$ cat src/rtl/core/i2car_pkg.sv
`timescale 1ns / 1ps

package i2car_pkg;

  // bus event codes carried in the action field
  typedef enum logic [1:0] {
    ACT_ADDR = 2'd0,
    ACT_RX   = 2'd1,
    ACT_TX   = 2'd2,
    ACT_STOP = 2'd3
  } action_e;

  // configuration register indexes
  typedef enum logic [1:0] {
    CFG_VERSION_MAJOR   = 2'd0,
    CFG_VERSION_MINOR   = 2'd1,
    CFG_VERSION_EXTRA_A = 2'd2,
    CFG_VERSION_EXTRA_B = 2'd3
  } cfg_index_e;

  localparam int unsigned ActionW   = 2;
  localparam int unsigned ByteW     = 8;
  localparam int unsigned SwitchW   = 6;
  localparam int unsigned CfgIndexW = 2;

  // register map addresses
  localparam logic [ByteW-1:0] ADDR_VERSION_MAJOR   = 8'd0;
  localparam logic [ByteW-1:0] ADDR_VERSION_MINOR   = 8'd1;
  localparam logic [ByteW-1:0] ADDR_VERSION_EXTRA_A = 8'd2;
  localparam logic [ByteW-1:0] ADDR_VERSION_EXTRA_B = 8'd3;
  localparam logic [ByteW-1:0] ADDR_FILTER          = 8'd4;
  localparam logic [ByteW-1:0] ADDR_SWITCH_CFG      = 8'd5;
  localparam logic [ByteW-1:0] ADDR_TOGGLE          = 8'd6;

  // toggle register read pattern
  localparam logic [ByteW-1:0] TOGGLE_FIRST  = 8'hAA;
  localparam logic [ByteW-1:0] TOGGLE_SECOND = 8'h55;

  // one result item
  typedef struct packed {
    logic               tx_load;
    logic [ByteW-1:0]   tx_byte;
    logic [SwitchW-1:0] switch_bits;
    logic [ByteW-1:0]   filter_mode;
  } result_t;

endpackage

$ cat src/rtl/core/i2car_in_if.sv
`timescale 1ns / 1ps

interface i2car_in_if;
  logic                         valid;
  logic                         ready;
  logic [i2car_pkg::ActionW-1:0] action;
  logic [i2car_pkg::ByteW-1:0]   rx_byte;

  modport source (output valid, output action, output rx_byte, input ready);
  modport sink (input valid, input action, input rx_byte, output ready);
endinterface

$ cat src/rtl/core/i2car_out_if.sv
`timescale 1ns / 1ps

interface i2car_out_if;
  logic                          valid;
  logic                          ready;
  logic                          tx_load;
  logic [i2car_pkg::ByteW-1:0]   tx_byte;
  logic [i2car_pkg::SwitchW-1:0] switch_bits;
  logic [i2car_pkg::ByteW-1:0]   filter_mode;

  modport source (
    output valid, output tx_load, output tx_byte, output switch_bits,
    output filter_mode, input ready
  );
  modport sink (
    input valid, input tx_load, input tx_byte, input switch_bits,
    input filter_mode, output ready
  );
endinterface

$ cat src/rtl/core/i2car_regmap.sv
`timescale 1ns / 1ps

module i2car_regmap (
  input  logic                            clk_i,
  input  logic                            rst_ni,
  input  logic                            step_i,
  input  logic [i2car_pkg::ActionW-1:0]   action_i,
  input  logic [i2car_pkg::ByteW-1:0]     rx_byte_i,
  input  logic                            cfg_we_i,
  input  logic [i2car_pkg::CfgIndexW-1:0] cfg_index_i,
  input  logic [i2car_pkg::ByteW-1:0]     cfg_wdata_i,
  output i2car_pkg::result_t              result_o
);

  logic [i2car_pkg::ByteW-1:0] ver_major_q, ver_minor_q, ver_extra_a_q, ver_extra_b_q;
  logic [i2car_pkg::ByteW-1:0] ptr_q, ptr_d;
  logic                        ptr_valid_q, ptr_valid_d;
  logic [i2car_pkg::ByteW-1:0] filter_q, filter_d;
  logic [i2car_pkg::ByteW-1:0] switch_cfg_q, switch_cfg_d;
  logic                        toggle_q, toggle_d;

  logic [i2car_pkg::ByteW-1:0] ptr_inc;
  logic [i2car_pkg::ByteW-1:0] rd_addr;
  logic [i2car_pkg::ByteW-1:0] rd_data;
  logic                        rd_en;
  logic                        wr_en;

  function automatic logic [i2car_pkg::ByteW-1:0] i2c_inc(input logic [i2car_pkg::ByteW-1:0] v);
    i2c_inc = v + 8'd1;
  endfunction

  assign ptr_inc = i2c_inc(ptr_q);

  // decode the bus event
  always_comb begin
    rd_en       = 1'b0;
    wr_en       = 1'b0;
    rd_addr     = ptr_inc;
    ptr_d       = ptr_q;
    ptr_valid_d = ptr_valid_q;
    case (action_i)
      i2car_pkg::ACT_ADDR: begin
        ptr_valid_d = 1'b0;
      end
      i2car_pkg::ACT_RX: begin
        if (!ptr_valid_q) begin
          // first byte sets the pointer and preloads its data
          ptr_d       = rx_byte_i;
          ptr_valid_d = 1'b1;
          rd_addr     = rx_byte_i;
          rd_en       = 1'b1;
        end else begin
          wr_en = 1'b1;
          ptr_d = ptr_inc;
        end
      end
      i2car_pkg::ACT_TX: begin
        ptr_d = ptr_inc;
        rd_en = 1'b1;
      end
      default: begin
      end
    endcase
  end

  // read mux, toggle flips on each read of the toggle register
  always_comb begin
    toggle_d = toggle_q;
    case (rd_addr)
      i2car_pkg::ADDR_VERSION_MAJOR:   rd_data = ver_major_q;
      i2car_pkg::ADDR_VERSION_MINOR:   rd_data = ver_minor_q;
      i2car_pkg::ADDR_VERSION_EXTRA_A: rd_data = ver_extra_a_q;
      i2car_pkg::ADDR_VERSION_EXTRA_B: rd_data = ver_extra_b_q;
      i2car_pkg::ADDR_FILTER:          rd_data = filter_q;
      i2car_pkg::ADDR_SWITCH_CFG:      rd_data = switch_cfg_q;
      i2car_pkg::ADDR_TOGGLE: begin
        rd_data = toggle_q ? i2car_pkg::TOGGLE_SECOND : i2car_pkg::TOGGLE_FIRST;
        if (rd_en) begin
          toggle_d = ~toggle_q;
        end
      end
      default:                         rd_data = '0;
    endcase
  end

  // writable registers
  always_comb begin
    filter_d     = filter_q;
    switch_cfg_d = switch_cfg_q;
    if (wr_en && (ptr_q == i2car_pkg::ADDR_FILTER)) begin
      filter_d = rx_byte_i;
    end
    if (wr_en && (ptr_q == i2car_pkg::ADDR_SWITCH_CFG)) begin
      switch_cfg_d = rx_byte_i;
    end
  end

  // result of this event
  always_comb begin
    result_o.tx_load     = rd_en;
    result_o.tx_byte     = rd_en ? rd_data : '0;
    result_o.switch_bits = switch_cfg_d[i2car_pkg::SwitchW-1:0];
    result_o.filter_mode = filter_d;
  end

  // state update on an accepted item
  always_ff @(posedge clk_i or negedge rst_ni) begin
    if (!rst_ni) begin
      ptr_q        <= '0;
      ptr_valid_q  <= 1'b0;
      filter_q     <= '0;
      switch_cfg_q <= '0;
      toggle_q     <= 1'b0;
    end else if (step_i) begin
      ptr_q        <= ptr_d;
      ptr_valid_q  <= ptr_valid_d;
      filter_q     <= filter_d;
      switch_cfg_q <= switch_cfg_d;
      toggle_q     <= toggle_d;
    end
  end

  // version bytes from the configuration port
  always_ff @(posedge clk_i or negedge rst_ni) begin
    if (!rst_ni) begin
      ver_major_q   <= '0;
      ver_minor_q   <= '0;
      ver_extra_a_q <= '0;
      ver_extra_b_q <= '0;
    end else if (cfg_we_i) begin
      case (cfg_index_i)
        i2car_pkg::CFG_VERSION_MAJOR:   ver_major_q   <= cfg_wdata_i;
        i2car_pkg::CFG_VERSION_MINOR:   ver_minor_q   <= cfg_wdata_i;
        i2car_pkg::CFG_VERSION_EXTRA_A: ver_extra_a_q <= cfg_wdata_i;
        i2car_pkg::CFG_VERSION_EXTRA_B: ver_extra_b_q <= cfg_wdata_i;
        default: begin
        end
      endcase
    end
  end

endmodule

$ cat src/rtl/core/i2c_autoinc_register_slave.sv
`timescale 1ns / 1ps

// Byte-level register map for an I2C slave with an auto-incrementing pointer.
// in_if carries one bus event per item (address match, received byte,
// transmit ready, stop) with the received byte. out_if carries one result
// item per event: a transmit load strobe with its byte, and the current
// switch bits and filter option.
// State updates at the accepting edge and the result sits in the output
// register from the next cycle; one item can be taken every cycle while the
// receiver keeps taking results.
// The output register is the only buffer: a new item is taken while the
// register is empty or its result is taken in the same cycle. When the
// receiver stalls, the result holds and in_if.ready drops until it is taken.
// Reset clears the pointer, the pointer-valid flag, the filter option, the
// switch configuration, the toggle flag and the version bytes; no result is pending.
// Version bytes use cfg_we_i / cfg_index_i / cfg_wdata_i; the user must
// write them only while no item is in flight; the block does not enforce it.
module i2c_autoinc_register_slave (
  input  logic                            clk_i,
  input  logic                            rst_ni,
  i2car_in_if.sink                        in_if,
  i2car_out_if.source                     out_if,
  input  logic                            cfg_we_i,
  input  logic [i2car_pkg::CfgIndexW-1:0] cfg_index_i,
  input  logic [i2car_pkg::ByteW-1:0]     cfg_wdata_i
);

  logic               in_accept;
  logic               out_valid_q;
  i2car_pkg::result_t out_res_q;
  i2car_pkg::result_t step_res;

  // take an item while the output register is free or draining
  assign in_if.ready = !out_valid_q || out_if.ready;
  assign in_accept   = in_if.valid && in_if.ready;

  i2car_regmap u_regmap (
    .clk_i       (clk_i),
    .rst_ni      (rst_ni),
    .step_i      (in_accept),
    .action_i    (in_if.action),
    .rx_byte_i   (in_if.rx_byte),
    .cfg_we_i    (cfg_we_i),
    .cfg_index_i (cfg_index_i),
    .cfg_wdata_i (cfg_wdata_i),
    .result_o    (step_res)
  );

  // output register valid
  always_ff @(posedge clk_i or negedge rst_ni) begin
    if (!rst_ni) begin
      out_valid_q <= 1'b0;
    end else if (in_if.ready) begin
      out_valid_q <= in_if.valid;
    end
  end

  // output register payload
  always_ff @(posedge clk_i) begin
    if (in_accept) begin
      out_res_q <= step_res;
    end
  end

  assign out_if.valid       = out_valid_q;
  assign out_if.tx_load     = out_res_q.tx_load;
  assign out_if.tx_byte     = out_res_q.tx_byte;
  assign out_if.switch_bits = out_res_q.switch_bits;
  assign out_if.filter_mode = out_res_q.filter_mode;

endmodule

$ cat src/flat_wrapper.sv
// flat-port wrapper written by rule: the top's interface ports become plain ports
module i2c_autoinc_register_slave_flat 
  (clk_i, rst_ni, cfg_we_i, cfg_index_i, cfg_wdata_i, in_if_valid, in_if_action, in_if_rx_byte, in_if_ready, out_if_valid, out_if_tx_load, out_if_tx_byte, out_if_switch_bits, out_if_filter_mode, out_if_ready);
  i2car_in_if in_if_i ();
  i2car_out_if out_if_i ();
  input  logic clk_i;
  input  logic rst_ni;
  input  logic cfg_we_i;
  input  logic [i2car_pkg::CfgIndexW-1:0] cfg_index_i;
  input  logic [i2car_pkg::ByteW-1:0] cfg_wdata_i;
  input wire logic [$bits(in_if_i.valid)-1:0] in_if_valid;
  input wire logic [$bits(in_if_i.action)-1:0] in_if_action;
  input wire logic [$bits(in_if_i.rx_byte)-1:0] in_if_rx_byte;
  output wire logic [$bits(in_if_i.ready)-1:0] in_if_ready;
  output wire logic [$bits(out_if_i.valid)-1:0] out_if_valid;
  output wire logic [$bits(out_if_i.tx_load)-1:0] out_if_tx_load;
  output wire logic [$bits(out_if_i.tx_byte)-1:0] out_if_tx_byte;
  output wire logic [$bits(out_if_i.switch_bits)-1:0] out_if_switch_bits;
  output wire logic [$bits(out_if_i.filter_mode)-1:0] out_if_filter_mode;
  input wire logic [$bits(out_if_i.ready)-1:0] out_if_ready;
  assign in_if_i.valid = in_if_valid;
  assign in_if_i.action = in_if_action;
  assign in_if_i.rx_byte = in_if_rx_byte;
  assign in_if_ready = in_if_i.ready;
  assign out_if_valid = out_if_i.valid;
  assign out_if_tx_load = out_if_i.tx_load;
  assign out_if_tx_byte = out_if_i.tx_byte;
  assign out_if_switch_bits = out_if_i.switch_bits;
  assign out_if_filter_mode = out_if_i.filter_mode;
  assign out_if_i.ready = out_if_ready;
  i2c_autoinc_register_slave u_core (.clk_i(clk_i), .rst_ni(rst_ni), .in_if(in_if_i), .out_if(out_if_i), .cfg_we_i(cfg_we_i), .cfg_index_i(cfg_index_i), .cfg_wdata_i(cfg_wdata_i));
endmodule
$ cat config.mk
export PLATFORM = sky130hd
export DESIGN_NAME = i2c_autoinc_register_slave_flat
export DESIGN_NICKNAME = d
export VERILOG_FILES = /design/src/rtl/core/i2car_pkg.sv /design/src/rtl/core/i2car_in_if.sv /design/src/rtl/core/i2car_out_if.sv /design/src/rtl/core/i2car_regmap.sv /design/src/rtl/core/i2c_autoinc_register_slave.sv /design/src/flat_wrapper.sv
export SDC_FILE = /design/constraint.sdc
export NUM_CORES = 1
export LEC_CHECK = 0
export ABC_AREA = 1
export BUFFER_PORTS_ARGS = -buffer_cell sky130_fd_sc_hd__buf_4
export CORE_MARGIN = 4
export CORE_UTILIZATION = 52
export DETAILED_ROUTE_END_ITERATION = 6
export PLACE_DENSITY_LB_ADDON = 0.08
export SETUP_SLACK_MARGIN = 0.05
export SKIP_LAST_GASP = 1
export SYNTH_ARGS = -nofsm -noshare
export SYNTH_HDL_FRONTEND = slang
export SYNTH_SLANG_ARGS = --single-unit
$ cat constraint.sdc
create_clock -name clk_i -period 1.9 [get_ports clk_i]
set_input_delay 0.19 -clock clk_i [delete_from_list [all_inputs] [get_ports clk_i]]
set_output_delay 0.19 -clock clk_i [all_outputs]
set_load 0.02 [all_outputs]
After elaboration in Yosys (flattened, before gate mapping)
Index checks and enable logic that the tools add are counted.
Widths: inputs -> output; s select.
Storage, ports and cells
  bits in registers: 82
Operators by class
  eq/ne operators: 13
  bitwise logic cells: 1
  mux-type cells: 12
  $add $sub $neg: 1
  reductions and logical operators: 18
Operators by type and width (number)
  $pmux 8 s7: 1
  $eq 8x3->1 const B: 5
  $mux 8: 4
  $eq 8x2->1 const B: 2
  $pmux 8 s2: 1
  $reduce_and 2->1: 7
  $add 8x1->8 const B: 1
  $eq 8x1->1 const B: 1
  $logic_not 8->1: 1
  $eq 2x2->1 const B: 3
  $mux 6: 1
  $eq 2x1->1 const B: 2
  $logic_not 2->1: 2
  $pmux 1 s2: 2
  $reduce_bool 2->1: 2
  $logic_and 1x1->1: 3
  $mux 1: 3
  $reduce_and 3->1: 1
  $logic_not 1->1: 1
  $logic_or 1x1->1: 1
  $not 1->1: 1

Longest topological paths before layout
Gate-level depths: netlist of run 1.
  word-level depth: 5
  mapped depth: 16

By module
Synthesis of run 1 repeated with hierarchy kept, for this count alone.
Unflattened totals
  cells, all modules: 503
  area total of the unflattened synthesis: 4209.0 um^2
By module, submodules not included
  i2car_regmap: area each 3473.3 um^2, instances 1, cells each 474, sequential area each 1451.4 um^2
  i2c_autoinc_register_slave: area each 735.7 um^2, instances 1, cells each 29, sequential area each 715.7 um^2

Worst setup path after synthesis of run 1
OpenSTA, ideal clock, no wires.
  path type: reg2reg
  from: reg u_core.out_valid_q, in the netlist u_core.out_if.valid
  to: reg u_core.out_res_q (netlist bit u_core.out_if.filter_mode[0]) (enable)
  clock period less this slack: 2293 ps
  library setup time: 396 ps
  stages on the path, launching flop included: 5
  path slack: -393 ps
  arrival time: 1897 ps
  cell sequence: dfrtp_1 -> nand2_1 -> nand2_1 -> inv_1 -> clkbuf_1
Between the ends
  word-level cells in the longest chain between the ends: 3
RTL lines
  start, declared: line i2c_autoinc_register_slave.sv:29  | logic out_valid_q;
  start signal, assigned: line i2c_autoinc_register_slave.sv:54  | out_valid_q <= in_if.valid;
  $logic_not 1->1: line i2c_autoinc_register_slave.sv:34  | assign in_if.ready = !out_valid_q || out_if.ready;
  $logic_or 1x1->1: line i2c_autoinc_register_slave.sv:34
  net in_if_ready: line flat_wrapper.sv:14  | output wire logic [$bits(in_if_i.ready)-1:0] in_if_ready;
  $logic_and 1x1->1: line i2c_autoinc_register_slave.sv:35  | assign in_accept = in_if.valid && in_if.ready;
  net u_core.in_accept: line i2c_autoinc_register_slave.sv:28  | logic in_accept;
  end signal, assigned: line i2c_autoinc_register_slave.sv:61  | out_res_q <= step_res;
  end, declared: line i2c_autoinc_register_slave.sv:30  | i2car_pkg::result_t out_res_q;
The timed path passes the listed nets, and every way through them passes these cells.
A chain may end at the register's enable or synchronous reset.

Final worst setup path of run 1
  from: reg u_core.u_regmap.ptr_q[1] (netlist bit)
  to: reg u_core.out_res_q (netlist bit u_core.out_if.tx_byte[7]) (data pin)
Between the ends
  word-level cells in the longest chain between the ends: 5
  elaborated cells between the ends (all ways): 11
  classes of those cells: 1 x add/sub; 6 x eq/ne; 3 x mux; 1 x reduce/logical
RTL lines
  start, declared: line i2car_regmap.sv:16  | logic [i2car_pkg::ByteW-1:0] ptr_q, ptr_d;
  start signal, assigned: line i2car_regmap.sv:115  | ptr_q <= ptr_d;
  $add 8x1->8 *: line i2car_regmap.sv:29  | i2c_inc = v + 8'd1;
  $mux 8: line i2car_regmap.sv:46  | if (!ptr_valid_q) begin
  $mux 8 *: line i2car_regmap.sv:41  | case (action_i)
  $eq 8x3->1, or another cell as far along: line i2car_regmap.sv:69  | case (rd_addr)
  $pmux 8 s7 *: line i2car_regmap.sv:69
Every way passes the cells marked *; elsewhere a longest branch is shown, timed or not.

==> results of run 1 <==
==> final timing paths <==
path	end	slack, ns	cells after the start	startpoint
max	u_core.out_if.tx_byte[7]	-0.16	11	u_core.u_regmap.ptr_q[1]
min	u_core.u_regmap.ptr_valid_q	0.11	2	in_if_valid
max reg2reg	u_core.out_if.tx_byte[7]	-0.16	11	u_core.u_regmap.ptr_q[1]
min reg2reg	u_core.u_regmap.ver_minor_q[3]	0.49	2	u_core.u_regmap.ver_minor_q[3]
max in group asynchronous	u_core.u_regmap.ptr_q[2]	0.89	2	rst_ni
min in group asynchronous	u_core.u_regmap.ver_extra_b_q[2]	0.45	2	rst_ni
==> what timing repair did <==
action	4_1_cts	5_1_grt
hold endpoints to repair	59	0
setup endpoints to repair	9	36
resized for setup	18	72
cloned	2	2
pin swaps	5	22
hold buffers	1	0
setup buffers	1	3
==> area by class of cell <==
type,instances,area (sq um)
Fill cell,624,2330
Multi-Input combinational cell,353,1940
Inverter,50,193
Tap cell,102,128
Clock buffer,13,181
Clock inverter,3,18.8
Timing Repair Buffer,92,772
Sequential cell,82,2170
==> worst max-delay path: cells and delay by family (launching register included) <==
family,cells,cell delay (ns)
AND/OR/NAND/NOR,6,0.63
buffers and inverters,1,0.16
flip-flops,1,0.43
AO/OA/AOI/OAI,2,0.17
adder cells (fa/ha/maj),1,0.20
XOR/XNOR,1,0.21
==> through the flow <==
stage | instance area [sq um] | hold slack [ns]
finish | 5400 | 0.111
global route | 5400 | 0.105
CTS | 5100 | 0.101
detailed placement | 4810 | 0.304
global placement | 4810 | 0.308
floorplan | 4130 | -0.106
==> metal layers <==
metal  track usage, %  up-vias  routed length, um  share of wire [%]
li1                 -     1824                  -                  -
met1             32.2     1782               4980                 46
met2             33.9      140               4920                 46
met3             6.03       21                673                6.3
met4             5.62        0                150                1.4
met5                0        -                  0                  0
==> kinds of logic after synthesis <==
| group | share of synthesized area, % |
|---|---|
| AO/OA/AOI/OAI | 11.7 |
| XOR/XNOR | 0.637 |
| adder cells (fa/ha/maj) | 1.82 |
| buffers and inverters | 6.88 |
| flip-flops | 52.5 |
| AND/OR/NAND/NOR | 26.4 |
==> power by group through the flow <==
stage | Combinational [mW] | Clock (mW) | Sequential, mW
floorplan | 0.923 | 0 | 2.27
global placement | 1.47 | 0 | 2.26
detailed placement | 1.50 | 0 | 2.26
CTS | 1.61 | 1.29 | 2.23
global route | 2.08 | 1.37 | 2.29
finish | 1.91 | 1.28 | 2.26
==> state kept, by name, summed over array words and instances, names as in the netlist <==
name	cells
u_core.u_regmap.toggle_q	1
u_core.u_regmap.switch_cfg_q	8
u_core.u_regmap.ptr_q	8
u_core.out_if.valid	1
u_core.out_if.tx_byte	8
u_core.out_if.filter_mode	8
u_core.u_regmap.ver_extra_b_q	8
u_core.u_regmap.ptr_valid_q	1
u_core.out_if.tx_load	1
u_core.u_regmap.ver_minor_q	8
u_core.u_regmap.ver_extra_a_q	8
u_core.u_regmap.ver_major_q	8
u_core.out_if.switch_bits	6
u_core.u_regmap.filter_q	8
==> synthesized netlist by cell type, types with 3 or more instances <==
cell type / count / area, sq um
a21oi_1: 13 / 65.1
a31oi_1: 5 / 31.3
buf_2: 3 / 15.0
clkbuf_1: 7 / 26.3
dfrtp_1: 59 / 1480
edfxtp_1: 23 / 691
ha_1: 6 / 75.1
inv_1: 45 / 169
inv_2: 3 / 11.3
nand2_1: 141 / 529
nand3_1: 54 / 270
nand3_2: 3 / 30.0
nand4_1: 3 / 18.8
nor2_1: 34 / 128
nor2_2: 7 / 43.8
o21ai_0: 63 / 315
o21ai_1: 8 / 40.0
xor2_1: 3 / 26.3
==> impl_metrics.ini, run 1 <==
[status]
outcome = finished with violations
violations = setup timing

[logic_synthesis]
synth_edf_count = 23
synth_seq_cells = 82
yosysSeqAreaShare_pct = 52.5
synth_nets = 529
synthesis.area_sq_um = 4130
synthFlopType = dfrtp_1
ys_types = 32
yosys_warnings = 0
syn_inst = 498
syn-mean-instance-area_sq_um = 8.29
synthArstFlopShare_pct = 72.0

[timing]
worst_pin_slew_ns = 0.769
setup_violations = 8
fin_skew_ns = 0.0126
rsz0062_at_grt = true
setup_tns_ns = -1.05
slew_headroom_pct = 48.7
slew_viol_final = 0
hold_viol = 0
min_period_over_period_pct = 108
fmax_ghz = 0.485
worst_slack_ns = -0.161
min_period_ns = 2.06

[critical_path]
critPathArrivalTime_ns = 2.16
path_cells = ha_4, xor2_1, nand2_1, o21ai_2, nand3b_4, nor2_2, buf_4, nand3_1, nand2_1, nor2_2, a21oi_2
endpoint_kind = register
path_max_fanout = 8
crit_path_max_incr_delay_ns = 0.43
path_class = reg -> reg
cp.required_ns = 2.00
cpMaxStageDelayCell = dfrtp_1
setup.worst_path.start_class = register

[route]
drc = 0
drtAntennaViolNets = 0
finalWirelength_mm = 10.7
firstDrtPassIters = 7
drt-wirelength-per-cell_um = 15.4
drtIter0Drc = 250
dr_total_vias = 3767
via_per_inst = 5.42

[power_and_ir_drop]
switching_power_mw = 1.99
leakage_nw = 2.57
power.density_nw_per_um2 = 1010
p_int_mw = 3.46
sw_frac_of_total_pct = 36.6
power_frac_comb_pct = 35.1
ir_worst_vdd_mv = 0.606
clkPwrFrac_pct = 23.4
fin_total_pwr_mw = 5.46
seqPwrFrac_pct = 41.5

[global_routing]
grt_max_degree = 60
antenna_found_initial = 0
grt_overflow = 0
grt_pass1_wl_mm = 17.1
grt_pass1_vias = 3515
grt.total_usage_pct = 22.4

[clock_tree]
clockRootBuffer = clkbuf_8
cts_tree = yes
h-tree-depth = 3
cts_buffers = 9
clockBufferDepth = 2
cts_sinks = 82
path_clk_slew_ns = 0.09
clkLatencyLatePin_ns = 0.35

[final_layout]
post-route-util_pct = 69.8
mostFrequentLayoutCell = nand2_1
drive_above_1_share_pct = 29.7
area.growth.synth_to_final_pct = 30.8
layout.nets = 619
instances_no_fill = 695
mostFrequentLayoutCells = nand2_1 (127), buf_4 (78), dfrtp_1 (58)
diodes = 0

[die]
die_h_um = 97.1
fp.dieW_um = 97.1
dieArea_sq_um = 9420
initial_core_util_pct = 53.4
rows = 32
fp.coreArea_sq_um = 7730
ios = 50

[placed_design]
dpl_worst_slack_ns = -0.244
hpwl_mm = 7.48
gp_congestion = 0.897
dpl.cell_count = 670
portBuffers = 49

[hold_path]
holdCritPathClass = in -> reg

[run]
cap_viol_max_count = 0
(Power assumes the default switching activity.)
==> run 2: changes to the inputs <==
- CELL_PAD_IN_SITES_DETAIL_PLACEMENT: not set -> 0
- CELL_PAD_IN_SITES_GLOBAL_PLACEMENT: not set -> 1
- CORE_UTILIZATION: 52 -> 39
==> impl_metrics.ini, run 2 (same netlist as run 1, synthesis figures left out) <==
[power_and_ir_drop]
seqPwrFrac_pct = 38.4
power_frac_comb_pct = 38.0
p_int_mw = 3.74
clkPwrFrac_pct = 23.6
power.density_nw_per_um2 = 1040
sw_frac_of_total_pct = 36.1
leakage_nw = 2.67
ir_worst_vdd_mv = 0.404
switching_power_mw = 2.11

[timing]
slew_viol_final = 0
rsz0062_at_grt = true
min_period_over_period_pct = 110
slew_headroom_pct = 44.6
worst_slack_ns = -0.189
min_period_ns = 2.09
hold_viol = 0
fin_skew_ns = 0.0120
worst_pin_slew_ns = 0.832
fmax_ghz = 0.479
setup_violations = 9

[route]
firstDrtPassIters = 5
drc = 0
drt-wirelength-per-cell_um = 15.9
finalWirelength_mm = 11.8
drtAntennaViolNets = 0
drtIter0Drc = 210
via_per_inst = 5.03
dr_total_vias = 3741

[global_routing]
grt_pass1_vias = 3623
grt_overflow = 0
grt_pass1_wl_mm = 18.3
grt.total_usage_pct = 18.6
grt_max_degree = 60
antenna_found_initial = 0

[placed_design]
dpl.cell_count = 711
portBuffers = 49
hpwl_mm = 8.16
dpl_worst_slack_ns = -0.239
gp_congestion = 0.885

[die]
fp.dieW_um = 111
ios = 50
fp.coreArea_sq_um = 10300
dieArea_sq_um = 12300
initial_core_util_pct = 40.0
rows = 37
die_h_um = 111

[critical_path]
cp.required_ns = 2.02
critPathArrivalTime_ns = 2.20
path_max_fanout = 7
endpoint_kind = register
r2r_slack_ns = -0.19
path_class = reg -> reg
reg2reg_from = u_core.u_regmap.ptr_q[1]
ff2ff_path_depth = 15
reg2reg_to = u_core.out_if.tx_byte[1]
setup.worst_path.start_class = register

[hold_path]
hold_end = u_core.u_regmap.ptr_valid_q
holdCritStartpoint = in_if_valid
hold_path_depth = 2
holdCritPathClass = in -> reg

[final_layout]
layout.nets = 633
drive_above_1_share_pct = 31.6
diodes = 0
instances_no_fill = 743
mostFrequentLayoutCell = nand2_1
mostFrequentLayoutCells = nand2_1 (125), buf_4 (90), o21ai_0 (60)
area.growth.synth_to_final_pct = 36.2

[clock_tree]
cts_tree = yes
cts_sinks = 82
cts_buffers = 9
h-tree-depth = 3
clkLatencyLatePin_ns = 0.36
path_clk_slew_ns = 0.09
clockBufferDepth = 2
clockRootBuffer = clkbuf_8

[status]
outcome = finished with violations
violations = setup timing

[run]
cap_viol_max_count = 0
run 2: through the flow:
step	setup TNS (ns)	instance area, sq um	power (mW)	utilization [%]	hold slack (ns)
2_1_floorplan	-0.0410	4130	3.19	-	-0.106
3_3_place_gp	-1.57	4910	3.84	47.6	0.332
3_5_place_dp	-1.80	4910	3.85	47.6	0.338
4_1_cts	-1.18	5230	5.36	50.7	0.0746
5_1_grt	-2.20	5620	6.19	54.4	0.0978
6_report	-1.34	5620	5.85	54.4	0.0902
run 2: worst max-delay path by stage:
stage | from | endpoint | slack [ns] | cells after the start
after floorplan | u_core.u_regmap.ptr_q[0] | u_core.out_if.tx_byte[4] | -0.01 | 16
after detailed placement | u_core.u_regmap.ptr_q[0] | u_core.out_if.tx_byte[1] | -0.24 | 15
final | u_core.u_regmap.ptr_q[1] | u_core.out_if.tx_byte[1] | -0.19 | 15
after global placement | u_core.u_regmap.ptr_q[0] | u_core.out_if.tx_byte[1] | -0.23 | 11
after CTS | u_core.u_regmap.ptr_q[0] | u_core.out_if.tx_byte[1] | -0.18 | 12
after global routing | u_core.u_regmap.ptr_q[1] | u_core.out_if.tx_byte[2] | -0.29 | 15
run 2: layout make-up:
| cell class | instances | area [sq um] |
|---|---|---|
| Fill cell | 987 | 4700 |
| Sequential cell | 82 | 2170 |
| Multi-Input combinational cell | 353 | 1970 |
| Timing Repair Buffer | 106 | 900 |
| Clock buffer | 14 | 206 |
| Inverter | 50 | 190 |
| Tap cell | 136 | 170 |
| Clock inverter | 2 | 13.8 |
run 2: critical path: stages, from the launching register on:
cell and delay, ns:
dfrtp_1 0.41, buf_6 0.14, nand2_1 0.08, nor2_4 0.16, nand2_2 0.06, nand2_2 0.08
nand3_2 0.07, nand2_2 0.10, nor2_4 0.05, nand2_4 0.11, nand2_8 0.10, clkbuf_16 0.17
nand3_1 0.07, nand2_1 0.07, nor2_2 0.12, a21oi_2 0.06
run 2: power groups by stage:
stage          logic (mW)  clock network [mW]  registers (mW)
3_3_place_gp         1.59                   0            2.26
5_1_grt              2.43                1.48            2.28
4_1_cts              1.71                1.41            2.24
3_5_place_dp         1.59                   0            2.26
2_1_floorplan       0.923                   0            2.27
6_report             2.22                1.38            2.25
run 2: metal layers:
layer	GRT usage, %	wire length, um	vias to the layer above
li1	-	-	1849
met1	26.3	5570	1792
met2	28.2	5550	85
met3	4.20	531	15
met4	6.16	170	0
met5	0	0	-
run 2: timing repair:
item,in CTS,in global routing
gates cloned,0,5
gates resized for setup,16,70
pin swaps,1,26
hold endpoints to repair,59,0
hold buffers,1,0
buffers inserted,2,8
endpoints found under the setup margin,12,21
